`src/rtl/core/qte_pipe_ctrl.sv`:
```
// Valid bits and per-stage load enables of the evaluation pipeline.
module qte_pipe_ctrl #(
   parameter int STAGES = 17
) (
   input  logic              clock,
   input  logic              reset,
   input  logic              in_valid,
   input  logic              out_ready,
   output logic [STAGES-1:0] en,
   output logic [STAGES-1:0] valid
);

   logic [STAGES-1:0] valid_ff, valid_in;

   // A stage may load when it is empty or when every stage after it moves on;
   // an empty stage further down lets the ones above it close the gap.
   for (genvar g = 0; g < STAGES; g++) begin : g_en
      assign en[g] = out_ready | ~(&valid_ff[STAGES-1:g]);
   end

   always_comb begin
      valid_in[0] = en[0] ? in_valid : valid_ff[0];
      for (int i = 1; i < STAGES; i++) begin
         valid_in[i] = en[i] ? valid_ff[i-1] : valid_ff[i];
      end
   end

   always_ff @(posedge clock) begin
      if (reset) begin
         valid_ff <= '0;
      end else begin
         valid_ff <= valid_in;
      end
   end

   assign valid = valid_ff;

endmodule

```
`config.mk`:
```
export PLATFORM = sky130hd
export DESIGN_NAME = qte_pipe_ctrl
export DESIGN_NICKNAME = d
export VERILOG_FILES = /design/src/rtl/core/qte_pipe_ctrl.sv
export SDC_FILE = /design/constraint.sdc
export NUM_CORES = 1
export LEC_CHECK = 0
export ABC_AREA = 0
export BUFFER_PORTS_ARGS = -buffer_cell sky130_fd_sc_hd__buf_4
export CORE_MARGIN = 2
export CORE_UTILIZATION = 28
export CTS_CLUSTER_DIAMETER = 50
export DETAILED_ROUTE_END_ITERATION = 10
export PLACE_DENSITY = 0.49
export SYNTH_ARGS = -nofsm -noshare
export SYNTH_HDL_FRONTEND = slang
export SYNTH_SLANG_ARGS = --single-unit
```
`constraint.sdc`:
```
create_clock -name clock -period 2.8 [get_ports clock]
set_clock_uncertainty 0.05 [all_clocks]
set_input_delay 0.7 -clock clock [delete_from_list [all_inputs] [get_ports clock]]
set_output_delay 0.7 -clock clock [all_outputs]
set_load 0.02 [all_outputs]
```
# [Word level (Yosys, flattened, before mapping)]
# Cells that the tools add are included.
[classes] n_reduce_logical=16 mul=0 n_bitwise=34 div=0 add_sub_neg=0 n_eq_ne=0 shifts=0 order_cmp=0 mux=0
[ops] operator="1-bit NOT" count=17
[ops] operator="1-bit OR" count=17
[ops] operator="17-bit AND reduction" count=1
[ops] operator="16-bit AND reduction" count=1
[ops] operator="15-bit AND reduction" count=1
[ops] operator="14-bit AND reduction" count=1
[ops] operator="13-bit AND reduction" count=1
[ops] operator="12-bit AND reduction" count=1
[ops] operator="11-bit AND reduction" count=1
[ops] operator="10-bit AND reduction" count=1
[ops] operator="9-bit AND reduction" count=1
[ops] operator="8-bit AND reduction" count=1
[ops] operator="7-bit AND reduction" count=1
[ops] operator="6-bit AND reduction" count=1
[ops] operator="5-bit AND reduction" count=1
[ops] operator="4-bit AND reduction" count=1
[ops] operator="3-bit AND reduction" count=1
[ops] operator="2-bit AND reduction" count=1
[totals] ram_bits=0 output_inout_bits=34 inputBits=4 word_cells=67 latchBits=0 regBits=17 n_memories=0 mem_bits_ro=0

# [Logic depth before layout (Yosys ltp)]
[depth] ltp_word=3 mapped_depth=6 mapped_depth_nobuf=4

# [Worst setup path after synthesis]
# OpenSTA, ideal clock, no wires.
[synth_timing] kind="input to output" start="in out_ready" end="out en[0]" cell_stages=5 n_path_buf=2 required_ps=2050 path_slack_ps=462 t_arrival_ps=1588 cell_sequence="and4b_1 > buf_2 > and3_4 > buf_12 > nand4_1"
[synth_between] elab_chain_cells=1
[synth_rtl] item="from (decl)" line="8" text="input logic out_ready,"
[synth_rtl] item="1-bit OR" line="18" text="assign en[g] = out_ready | ~(&valid_ff[STAGES-1:g]);"
[synth_rtl] item="to (decl)" line="9" text="output logic [STAGES-1:0] en,"
# Every way passes these cells.

# [Worst setup path after layout]
[layout_timing] start="reg valid_ff[15], in the netlist valid[15]" end="out en[4]"
[layout_between] elab_chain_cells=3
[layout_rtl] item="from (decl)" line="13" text="logic [STAGES-1:0] valid_ff, valid_in;"
[layout_rtl] item="from (signal assigned)" line="32" text="valid_ff <= valid_in;"
[layout_rtl] item="13-bit AND reduction" line="18"
[layout_rtl] item="1-bit NOT" line="18"
[layout_rtl] item="1-bit OR" line="18"
# Every way passes these cells.

==> impl_metrics.prom <==
# TYPE chip_impl_metric gauge
chip_impl_info{name="outcome",value="completed"} 1
chip_impl_metric{name="first_pass_grt_wire_length",unit="µm"} 3110
chip_impl_metric{name="overall_die_height",unit="µm"} 56.8
chip_impl_metric{name="synthesis.yosys.warnings",unit=""} 0
chip_impl_metric{name="vias_in_the_first_global_route",unit=""} 648
chip_impl_metric{name="viasPerCell",unit=""} 4.80
chip_impl_metric{name="fin_hold_ws",unit="ns"} 0.427
chip_impl_metric{name="final_period_minus_worst_setup_slack",unit="ns"} 2.51
chip_impl_info{name="crit_path_end_kind",value="output port"} 1
chip_impl_metric{name="final_layout_size_suffix_gt1_frac",unit=""} 0.346
chip_impl_metric{name="power.share.switching",unit=""} 0.221
chip_impl_metric{name="nets",unit=""} 132
chip_impl_metric{name="overflow",unit=""} 0
chip_impl_info{name="r2r_end",value="valid[5]$_SDFFE_PP0P_"} 1
chip_impl_metric{name="die-width",unit="µm"} 56.8
chip_impl_metric{name="drc",unit=""} 0
chip_impl_metric{name="grt_start_max_net_pins",unit=""} 23
chip_impl_metric{name="seq_power_share",unit=""} 0.624
chip_impl_metric{name="grt_antenna_before_repair",unit=""} 0
chip_impl_info{name="timing.hold.worst.start",value="valid[10]$_SDFFE_PP0P_"} 1
chip_impl_metric{name="floorplan.initialDensity",unit=""} 0.288
chip_impl_metric{name="cts_htree_levels",unit=""} 1
chip_impl_metric{name="synth.lib_cells_used.distinct",unit=""} 25
chip_impl_metric{name="clock_power_share",unit=""} 0.329
chip_impl_metric{name="detailedRoute.firstPassIterationCount",unit=""} 4
chip_impl_metric{name="floorplan.die_area",unit="µm²"} 3220
chip_impl_info{name="grt_setup_unrepaired",value="no"} 1
chip_impl_metric{name="post_synthesis_net_count",unit=""} 96
chip_impl_metric{name="comb_power_share",unit=""} 0.046
chip_impl_metric{name="synthCells",unit=""} 92
chip_impl_metric{name="slew-limit-headroom",unit=""} 0.715
chip_impl_metric{name="worst_hold_path.num_cells",unit=""} 2
chip_impl_metric{name="cp_data_required_time",unit="ns"} 2.05
chip_impl_metric{name="maxCapViolCount",unit=""} 0
chip_impl_metric{name="cts.hold.buffers_added",unit=""} 0
chip_impl_metric{name="syn-cell-area",unit="µm²"} 779
chip_impl_metric{name="post-route-period-util",unit=""} 0.897
chip_impl_metric{name="crit_path_max_fanout",unit=""} 10
chip_impl_metric{name="leakage",unit="nW"} 0.433
chip_impl_metric{name="power.density_cell_area",unit="nW/µm²"} 366
chip_impl_metric{name="cts-resized-gates",unit=""} 0
chip_impl_metric{name="antenna_cells",unit=""} 0
chip_impl_metric{name="maximum_ir_drop_on_the_vdd_rail",unit="mV"} 0.364
chip_impl_metric{name="postRouteAntennaNets",unit=""} 0
chip_impl_metric{name="postCtsSetupRepairBufs",unit=""} 0
chip_impl_metric{name="worst_pin_slew",unit="ns"} 0.426
chip_impl_info{name="hold_class",value="flip-flop to flip-flop"} 1
chip_impl_metric{name="grtUsageTotal",unit=""} 0.121
chip_impl_metric{name="maxSlewViolCount",unit=""} 0
chip_impl_metric{name="hold_violations_final",unit=""} 0
chip_impl_info{name="hold-path-endpoint",value="valid[11]$_SDFFE_PP0P_"} 1
chip_impl_metric{name="design.portCount",unit=""} 38
chip_impl_metric{name="route.vias.total",unit=""} 759
chip_impl_info{name="timing_worst_setup_path_type",value="flip-flop to output port"} 1
chip_impl_metric{name="worst-r2r-cell-count",unit=""} 4
chip_impl_metric{name="gp_congestion",unit=""} 0.742
chip_impl_metric{name="fin_util",unit=""} 0.398
chip_impl_metric{name="routed_wire_length_per_instance",unit="µm"} 12.1
chip_impl_metric{name="floorplan.core_area",unit="µm²"} 2710
chip_impl_info{name="cts_tree",value="yes"} 1
chip_impl_metric{name="net-switching-power",unit="W"} 0.0000874
chip_impl_metric{name="timing.setup.tns",unit="ns"} 0
chip_impl_metric{name="area_growth",unit="%"} 38.4
chip_impl_metric{name="ys_seq_elements",unit=""} 17
chip_impl_metric{name="io_buffer_count",unit=""} 37
chip_impl_metric{name="initial_drc_count",unit=""} 12
chip_impl_metric{name="sequential_fraction_of_the_synthesis_area",unit=""} 0.437
chip_impl_metric{name="synth_area_per_cell",unit="µm²"} 8.47
chip_impl_metric{name="rrSetupSlack",unit="ns"} 1.16
chip_impl_metric{name="clockBufferDepth",unit=""} 2
chip_impl_metric{name="cts.reportedPaths.clkPinSlew",unit="ns"} 0.10
chip_impl_metric{name="number_of_sinks_handled_by_clock_tree_synthesis",unit=""} 17
chip_impl_metric{name="clkLatencyLatePin",unit="ns"} 0.29
chip_impl_info{name="cts_root_buf",value="clkbuf_4"} 1
chip_impl_metric{name="p_int",unit="W"} 0.000308
chip_impl_metric{name="sum_of_net_half_perimeters_after_detailed_placement",unit="µm"} 1390
chip_impl_info{name="r2r-start",value="valid[15]$_SDFFE_PP0P_"} 1
chip_impl_metric{name="largest_register_ff_count",unit=""} 17
chip_impl_metric{name="cts_made_buffers",unit=""} 3
chip_impl_metric{name="fmaxAchievable",unit="GHz"} 0.398
chip_impl_metric{name="postRouteWirelength",unit="µm"} 1910
chip_impl_info{name="worst_setup_path_start_kind",value="flip-flop"} 1
chip_impl_metric{name="final-setup-viol-count",unit=""} 0
chip_impl_metric{name="arrival_time_of_data_at_the_critical_path_endpoint",unit="ns"} 1.76
chip_impl_metric{name="placement_rows",unit=""} 19
layout by cell type (no fill, tap or decap):
| cell | n |
|---|---|
| o31ai_1 | 2 |
| clkbuf_1 | 1 |
| nand2b_1 | 2 |
| buf_4 | 38 |
| dfxtp_1 | 17 |
| nand3b_1 | 2 |
| nand4_1 | 4 |
| nand3_1 | 6 |
| and3_1 | 2 |
| and4_1 | 4 |
| nand4b_1 | 1 |
| and4b_1 | 2 |
| nor2_1 | 9 |
| clkbuf_4 | 3 |
| and2_1 | 1 |
| o22ai_1 | 3 |
| nor2b_1 | 1 |
| and3_4 | 1 |
| a41oi_1 | 1 |
| inv_6 | 1 |
| a21oi_1 | 8 |
| o32ai_2 | 1 |
| nand2_1 | 7 |
| inv_1 | 10 |
cell usage after synthesis:
cell / instances / area share
a21oi_1: 8 / 0.051
a41oi_1: 1 / 0.011
and2_1: 1 / 0.0080
and3_1: 2 / 0.016
and3_4: 1 / 0.014
and4_1: 4 / 0.045
and4b_1: 2 / 0.026
buf_12: 1 / 0.026
buf_2: 1 / 0.0064
buf_6: 1 / 0.014
clkbuf_1: 4 / 0.019
dfxtp_1: 17 / 0.44
inv_1: 10 / 0.048
inv_6: 1 / 0.011
nand2_1: 7 / 0.034
nand2b_1: 2 / 0.016
nand3_1: 6 / 0.039
nand3b_1: 2 / 0.019
nand4_1: 4 / 0.032
nand4b_1: 1 / 0.011
nor2_1: 9 / 0.043
nor2b_1: 1 / 0.0080
o22ai_1: 3 / 0.024
o31ai_1: 2 / 0.019
o32ai_2: 1 / 0.021
through the flow:
step / cells / worst slack [ns] / power [W] / area [µm²]
floorplan: 92 / 0.462 / 0.000262 / 779
CTS: 158 / 0.255 / 0.000403 / 1080
detailed placement: 154 / 0.382 / 0.000271 / 1050
global placement: 154 / 0.396 / 0.000271 / 1050
finish: 158 / 0.287 / 0.000395 / 1080
global route: 158 / 0.146 / 0.000416 / 1080
cells by family after synthesis:
family	synth area share
AOI/OAI and AO/OA	0.127
buffers and inverters	0.125
DFF	0.437
and+or+nand+nor	0.311
worst max-delay path: stages (launching register included):
cell and delay, ns:
dfxtp_1 0.43, and4_1 0.41, and3_4 0.35, nand4_1 0.11, buf_4 0.17
final cells by class:
type                    instances  area (µm²)
flip-flops and latches         17         340
well taps                      31        38.8
clock buffers                   4        26.3
fillers                       294        1630
inverters                      11        46.3
repair buffers                 38         285
multi-input cells              57         342
worst max path at each step:
stage,to,cells after the start,startpoint,slack (ns)
3_3_place_gp,en[4],5,out_ready,0.40
5_1_grt,en[0],4,valid[15]$_SDFFE_PP0P_,0.15
3_5_place_dp,en[4],5,out_ready,0.38
4_1_cts,en[4],4,valid[15]$_SDFFE_PP0P_,0.26
2_1_floorplan,en[0],5,out_ready,0.46
6_report,en[4],4,valid[15]$_SDFFE_PP0P_,0.29
power groups by stage:
stage	registers (W)	clock network, W	logic (W)
after global routing	0.000247	0.000149	0.0000201
after floorplan	0.000254	0	0.00000732
final	0.000247	0.000130	0.0000183
after detailed placement	0.000252	0	0.0000185
after CTS	0.000247	0.000138	0.0000186
after global placement	0.000252	0	0.0000184
per-layer routing:
layer	routed length, µm	GRT usage	vias up
met3	92	0.0484	2
met4	13	0.0199	0
met1	902	0.164	352
met2	904	0.184	15
li1	-	-	390
met5	0	0	-
Note: power is estimated with default switching activity, not from simulation.
