<file path="config.mk">
export PLATFORM = sky130hd
export DESIGN_NAME = qte_csr
export DESIGN_NICKNAME = d
export VERILOG_FILES = /design/src/rtl/core/qte_pkg.sv /design/src/rtl/core/qte_csr.sv
export SDC_FILE = /design/constraint.sdc
export NUM_CORES = 1
export LEC_CHECK = 0
export BUFFER_PORTS_ARGS = -buffer_cell sky130_fd_sc_hd__buf_4
export CAP_MARGIN = 30
export CORE_AREA = 2 2 263 265
export CTS_BUF_LIST = sky130_fd_sc_hd__clkbuf_8
export DETAILED_ROUTE_END_ITERATION = 16
export DIE_AREA = 0 0 265 267
export PLACE_DENSITY = 0.49
export SKIP_LAST_GASP = 1
export SLEW_MARGIN = 10
export SYNTH_ARGS = -nofsm -noshare
export SYNTH_HDL_FRONTEND = slang
export SYNTH_SLANG_ARGS = --single-unit
</file>
<file path="constraint.sdc">
create_clock -name clock -period 4.27 [get_ports clock]
set_input_delay 0.427 -clock clock [delete_from_list [all_inputs] [get_ports clock]]
set_output_delay 0.427 -clock clock [all_outputs]
set_load 0.02 [all_outputs]
</file>
<file path="src/rtl/core/qte_pkg.sv">
// Shared widths, payload types and coefficient types of the quintic trajectory evaluator.
package qte_pkg;

   localparam int DW = 32;   // external data width, Q16.16
   localparam int TW = 31;   // time width, unsigned Q15.16
   localparam int KW = 40;   // width of a scaled coefficient such as 60a
   localparam int HW = 128;  // width of every Horner intermediate

   typedef logic signed [HW-1:0] wide_type;
   typedef logic signed [KW-1:0] coef_k_type;

   typedef struct packed {
      coef_k_type a;
      coef_k_type b;
      coef_k_type c;
      coef_k_type d;
      coef_k_type e;
      coef_k_type f;
      coef_k_type a5;
      coef_k_type b4;
      coef_k_type c3;
      coef_k_type d2;
      coef_k_type a20;
      coef_k_type b12;
      coef_k_type c6;
      coef_k_type a60;
      coef_k_type b24;
   } coef_type;

   typedef struct packed {
      coef_type        coef;
      logic [TW-1:0]   final_time;
      logic [1:0]      final_mode;
   } cfg_type;

   typedef struct packed {
      logic signed [DW-1:0] sample_time;
   } req_payload_type;

   typedef struct packed {
      logic signed [DW-1:0] position;
      logic signed [DW-1:0] velocity;
      logic signed [DW-1:0] acceleration;
      logic signed [DW-1:0] jerk;
      logic                 saturated;
   } rsp_payload_type;

   function automatic coef_k_type kext(input logic signed [DW-1:0] x);
      return {{(KW-DW){x[DW-1]}}, x};
   endfunction

   function automatic wide_type widen(input coef_k_type k);
      return {{(HW-KW){k[KW-1]}}, k};
   endfunction

endpackage

</file>
<file path="src/rtl/core/qte_csr.sv">
// Configuration registers and the scaled coefficient sets of the derivatives.
module qte_csr
   import qte_pkg::*;
(
   input  logic          clock,
   input  logic          reset,
   input  logic          csr_write,
   input  logic [2:0]    csr_index,
   input  logic [DW-1:0] csr_data,
   output cfg_type       cfg
);

   localparam logic [2:0] REG_COEF_A     = 3'd0;
   localparam logic [2:0] REG_COEF_B     = 3'd1;
   localparam logic [2:0] REG_COEF_C     = 3'd2;
   localparam logic [2:0] REG_COEF_D     = 3'd3;
   localparam logic [2:0] REG_COEF_E     = 3'd4;
   localparam logic [2:0] REG_COEF_F     = 3'd5;
   localparam logic [2:0] REG_FINAL_TIME = 3'd6;
   localparam logic [2:0] REG_FINAL_MODE = 3'd7;

   logic signed [DW-1:0] coef_a_ff, coef_b_ff, coef_c_ff, coef_d_ff, coef_e_ff, coef_f_ff;
   logic signed [DW-1:0] coef_a_in, coef_b_in, coef_c_in, coef_d_in, coef_e_in, coef_f_in;
   logic [TW-1:0]        final_time_ff, final_time_in;
   logic [1:0]           final_mode_ff, final_mode_in;
   coef_k_type           ka, kb, kc, kd;

   always_comb begin
      coef_a_in     = coef_a_ff;
      coef_b_in     = coef_b_ff;
      coef_c_in     = coef_c_ff;
      coef_d_in     = coef_d_ff;
      coef_e_in     = coef_e_ff;
      coef_f_in     = coef_f_ff;
      final_time_in = final_time_ff;
      final_mode_in = final_mode_ff;
      if (csr_write) begin
         unique case (csr_index)
            REG_COEF_A:     coef_a_in     = csr_data;
            REG_COEF_B:     coef_b_in     = csr_data;
            REG_COEF_C:     coef_c_in     = csr_data;
            REG_COEF_D:     coef_d_in     = csr_data;
            REG_COEF_E:     coef_e_in     = csr_data;
            REG_COEF_F:     coef_f_in     = csr_data;
            REG_FINAL_TIME: final_time_in = csr_data[TW-1:0];
            REG_FINAL_MODE: final_mode_in = csr_data[1:0];
         endcase
      end
   end

   always_ff @(posedge clock) begin
      if (reset) begin
         coef_a_ff     <= '0;
         coef_b_ff     <= '0;
         coef_c_ff     <= '0;
         coef_d_ff     <= '0;
         coef_e_ff     <= '0;
         coef_f_ff     <= '0;
         final_time_ff <= '0;
         final_mode_ff <= '0;
      end else begin
         coef_a_ff     <= coef_a_in;
         coef_b_ff     <= coef_b_in;
         coef_c_ff     <= coef_c_in;
         coef_d_ff     <= coef_d_in;
         coef_e_ff     <= coef_e_in;
         coef_f_ff     <= coef_f_in;
         final_time_ff <= final_time_in;
         final_mode_ff <= final_mode_in;
      end
   end

   assign ka = kext(coef_a_ff);
   assign kb = kext(coef_b_ff);
   assign kc = kext(coef_c_ff);
   assign kd = kext(coef_d_ff);

   // Factors use shift, add, sub; user must change registers only while idle, unchecked here.
   always_comb begin
      cfg.coef.a   = ka;
      cfg.coef.b   = kb;
      cfg.coef.c   = kc;
      cfg.coef.d   = kd;
      cfg.coef.e   = kext(coef_e_ff);
      cfg.coef.f   = kext(coef_f_ff);
      cfg.coef.a5  = (ka <<< 2) + ka;
      cfg.coef.b4  = kb <<< 2;
      cfg.coef.c3  = (kc <<< 1) + kc;
      cfg.coef.d2  = kd <<< 1;
      cfg.coef.a20 = (ka <<< 4) + (ka <<< 2);
      cfg.coef.b12 = (kb <<< 3) + (kb <<< 2);
      cfg.coef.c6  = (kc <<< 2) + (kc <<< 1);
      cfg.coef.a60 = (ka <<< 6) - (ka <<< 2);
      cfg.coef.b24 = (kb <<< 4) + (kb <<< 3);
      cfg.final_time = final_time_ff;
      cfg.final_mode = final_mode_ff;
   end

endmodule

</file>
# Word-level counts from Yosys, hierarchy flattened
# Index checks and enable logic that the tools add are counted.
op_classes:
  eq_ne: 7
  reduce_logical: 9
  n_addsub: 7
op_table:
  columns: ["op", "n"]
  rows:
  - ["38-bit by 34-bit subtractor with 39-bit output", 1]
  - ["36-bit by 34-bit adder with 37-bit output", 1]
  - ["36-bit by 35-bit adder with 37-bit output", 1]
  - ["35-bit by 34-bit adder with 36-bit output", 1]
  - ["34-bit by 32-bit adder with 35-bit output", 1]
  - ["34-bit by 33-bit adder with 35-bit output", 1]
  - ["33-bit by 32-bit adder with 34-bit output", 1]
  - ["2-bit AND reduction", 8]
  - ["3-bit == test, second input constant", 4]
  - ["3-bit by 2-bit == test with 1-bit output, second input constant", 2]
  - ["3-bit by 1-bit == test with 1-bit output, second input constant", 1]
  - ["3-bit logical NOT", 1]
totals:
  out_inout_bits: 633
  register_bits: 225
  elab_cells: 31
  input_bits: 38

# Logic depth before layout (Yosys ltp)
logic_depth:
  word_depth: 2
  mapped_depth: 11
  ltp_nobuf: 9

# Least setup slack after synthesis
# Ideal clock, no wire load.
synth_path:
  kind: "register to output"
  from: "reg coef_b_ff[1]"
  to: "out cfg[186] in the netlist's numbering"
  required_ns: 3.843
  path_buffers: 1
  arrival_time_ns: 3.251
  stages_incl_launch_ff: 11
  path_slack_ns: 0.592
  path_cell_list: "dfxtp_1 > ha_1 > fa_1 > a21oi_1 > nand4b_1 > a21oi_1 > or3_4 > o2111a_1 > o21a_1 > a221oi_1 > buf_4"
synth_rtl:
  columns: ["item", "line", "rtl"]
  rows:
  - ["start, declared", "qte_csr.sv:22", "logic signed [DW-1:0] coef_a_ff, coef_b_ff, coef_c_ff, coef_d_ff, coef_e_ff, coef_f_ff;"]
  - ["start signal, assigned", "qte_csr.sv:63", "coef_b_ff <= coef_b_in;"]
  - ["end, declared", "qte_csr.sv:10", "output cfg_type cfg"]

==> impl_metrics.yaml <==
clock_network:
  cts_buffer_depth: 3
  clock_latency_ns: 0.61
  numCtsBuffers: 46
  clk_pin_slew_ns: 0.06
  cts_root_buffer: "clkbuf_8"
  cts_hold_buf: 0
  postCtsSetupBuffers: 0
  cts_tree: "done"
  numClockSinks: 225
  htreeDepth: 2
timing:
  setup_ws_ns: 0.205
  period_share: 0.952
  slew_violations: 0
  rsz0062_at_grt: "false"
  max-slew-margin-rel: 0.390
  finalWorstPathRequiredPeriod_ns: 4.06
  tightest_slew_ns: 0.914
  skew_ns: 0
  setup_violations: 0
  hold_viol: 0
  fmax_ghz: 0.246
  tns_ns: 0
global_route:
  grt_pass1_vias: 16490
  track_usage: 0.201
  grt_pass1_wl_mm: 108
  antenna_found_initial: 1
  gr-total-overflow: 0
  grt_max_degree: 125
logic_synthesis:
  synth_edf_count: 0
  yosysTopAreaCell: "dfxtp_1"
  synthFlopType: "dfxtp_1"
  ys_async_sr_fraction: 0
  syn_area_mm2: 0.0169
  synthDistinctLibCells: 77
  netlist.area_leader.share: 0.266
  ys_ff_latch: 225
  synthCells: 2331
  ys_top_cells_by_area: "dfxtp_1, buf_4, nand2_1, a21oi_1, ha_1"
  yosys_warnings: 0
  syn_avg_cell_area_um2: 7.25
  synth_seq_area_share: 0.266
layout:
  final_common_cell: "buf_4"
  area.growth.synth_to_final_pct: 29.2
  mostFrequentLayoutCells: "buf_4, nand2_1, a21oi_1"
  layout-drive-gt1-share: 0.288
  fin_util: 0.321
  fillers: 7355
  layout.cells.non_filler: 3605
  fin_nets: 2850
pwr:
  ir_drop_mv: 0.185
  p_leak_uw: 0.0103
  p_total_uw: 6290
  power_density_mw_per_mm2: 288
detailed_routing:
  vias_per_cell: 4.79
  wl_mm: 75.5
  avgRoutedWirePerCell_um: 20.9
  drt_iter0_drc: 1239
  detail_route.first_pass.iterations: 5
  vias: 17282
  ant_nets: 0
  drc_errors: 0
floorplanning:
  fp.dieArea_mm2: 0.0708
  num_rows: 96
  die_h_um: 267
  fp.dieW_um: 265
  core_mm2: 0.0680
  io_pins: 671
  start_util: 0.249
worst_setup_path:
  slowest_delay_ns: 0.44
  crit_buf_inv: 1
  cp-end-kind: "primary output"
  arrival_ns: 3.64
  crit_chain: "ha_1 > fa_1 > a21oi_2 > nand4b_1 > a21oi_1 > or3_4 > o2111a_1 > o21a_1 > a221oi_2 > buf_4"
  worstPathRequired_ns: 3.84
  path_max_fanout: 6
  cpLargestDelayFamily: "compound AO/OA/AOI/OAI gates"
  cpMaxStageDelayCell: "or3_4"
  start_kind: "flip-flop"
  path_class: "flip-flop to primary output"
placed_design:
  globalplace.congestion: 0.892
  io_buffers: 657
  dp_hpwl_mm: 56.5
  dpl_worst_slack_ns: 0.662
  dpl.cell_count: 3516
min_path:
  hold_path.class: "input pin to flip-flop"
run:
  cap_violations: 0
outcome:
  status: "finished, final reports clean"
-- layer usage --
metal / global-route usage / wire length, um
met5: 0 / 0
met4: 0.0464 / 1360
met3: 0.0360 / 4680
met2: 0.360 / 37800
met1: 0.250 / 31600
-- sequential cells by signal (all words and copies together) (netlist names) --
signal,flops
coef_c_ff,32
coef_b_ff,32
final_mode_ff,2
coef_a_ff,32
final_time_ff,31
coef_f_ff,32
coef_e_ff,32
coef_d_ff,32
-- Yosys cell counts (4+ instances only) --
cell / count
a31oi_1: 15
or2_2: 6
dfxtp_1: 225
inv_1: 71
o21bai_1: 15
a21o_1: 47
a41oi_1: 4
o22ai_1: 4
ha_1: 125
and3_1: 9
nor2b_1: 15
nand4_1: 19
o21ai_1: 13
nand2_1: 530
o21ai_0: 64
o211ai_1: 11
o311ai_1: 5
nor3_1: 31
clkbuf_1: 104
buf_4: 276
a211oi_1: 20
o31ai_1: 9
nand3_1: 47
or3_1: 4
nand2b_1: 11
xor2_1: 31
and4_1: 6
and2_1: 12
o21a_1: 15
nor2_1: 92
a21oi_1: 338
a311oi_1: 5
xnor2_1: 74
a21boi_0: 5
-- power by group --
part,leakage (uW),switching [uW],internal (uW)
logic,0.00788,987,575
registers,0.00182,54.1,2150
clock network,0.000557,1100,1430
-- through the flow --
step / instance area (um^2) / hold slack [ns]
global route: 21800 / 0.0978
detailed placement: 20700 / 0.447
CTS: 21700 / 0.0798
floorplan: 17000 / 0.535
finish: 21900 / 0.129
global placement: 20700 / 0.444
-- tightest hold or removal path, cell delays in order --
cell and delay (ns):
buf_4 0.17, nand2_1 0.07, a21oi_1 0.05
-- logic make-up after synthesis --
group / after synthesis / share of synthesized area
AND/OR/NAND/NOR: 800 / 0.201
AO/OA/AOI/OAI: 616 / 0.219
buffers and inverters: 453 / 0.162
flip-flops: 225 / 0.266
adder cells (fa/ha/maj): 128 / 0.0960
XOR/XNOR: 105 / 0.0544
multiplexers: 3 / 0.00178
other: 1 / 0.000222
-- final timing paths --
kind / endpoint / slack [ns] / cells past startpoint / from
worst max-delay path: cfg[67] / 0.21 / 10 / coef_b_ff[0]
worst min register to register: coef_e_ff[30] / 0.46 / 2 / coef_e_ff[30]
worst max register to register: coef_d_ff[31] / 3.20 / 2 / coef_d_ff[31]
worst min-delay path: coef_e_ff[3] / 0.13 / 3 / csr_data[3]
-- repair_timing --
action,4_1_cts,5_1_grt
pin swaps,0,1
setup endpoints to repair,4,23
gates resized for setup,1,8
cloned,0,0
-- cell type report --
cell class / count / area [um^2] / area share
Multi-Input combinational cell: 1665 / 9820 / 0.449
Timing Repair Buffer: 674 / 5130 / 0.235
Sequential cell: 225 / 4500 / 0.206
Tap cell: 882 / 1100 / 0.0505
Clock buffer: 55 / 757 / 0.0346
Inverter: 72 / 270 / 0.0124
Clock inverter: 30 / 262 / 0.0120
Antenna cell: 2 / 5.00 / 0.000229
(Power assumes the default switching activity.)
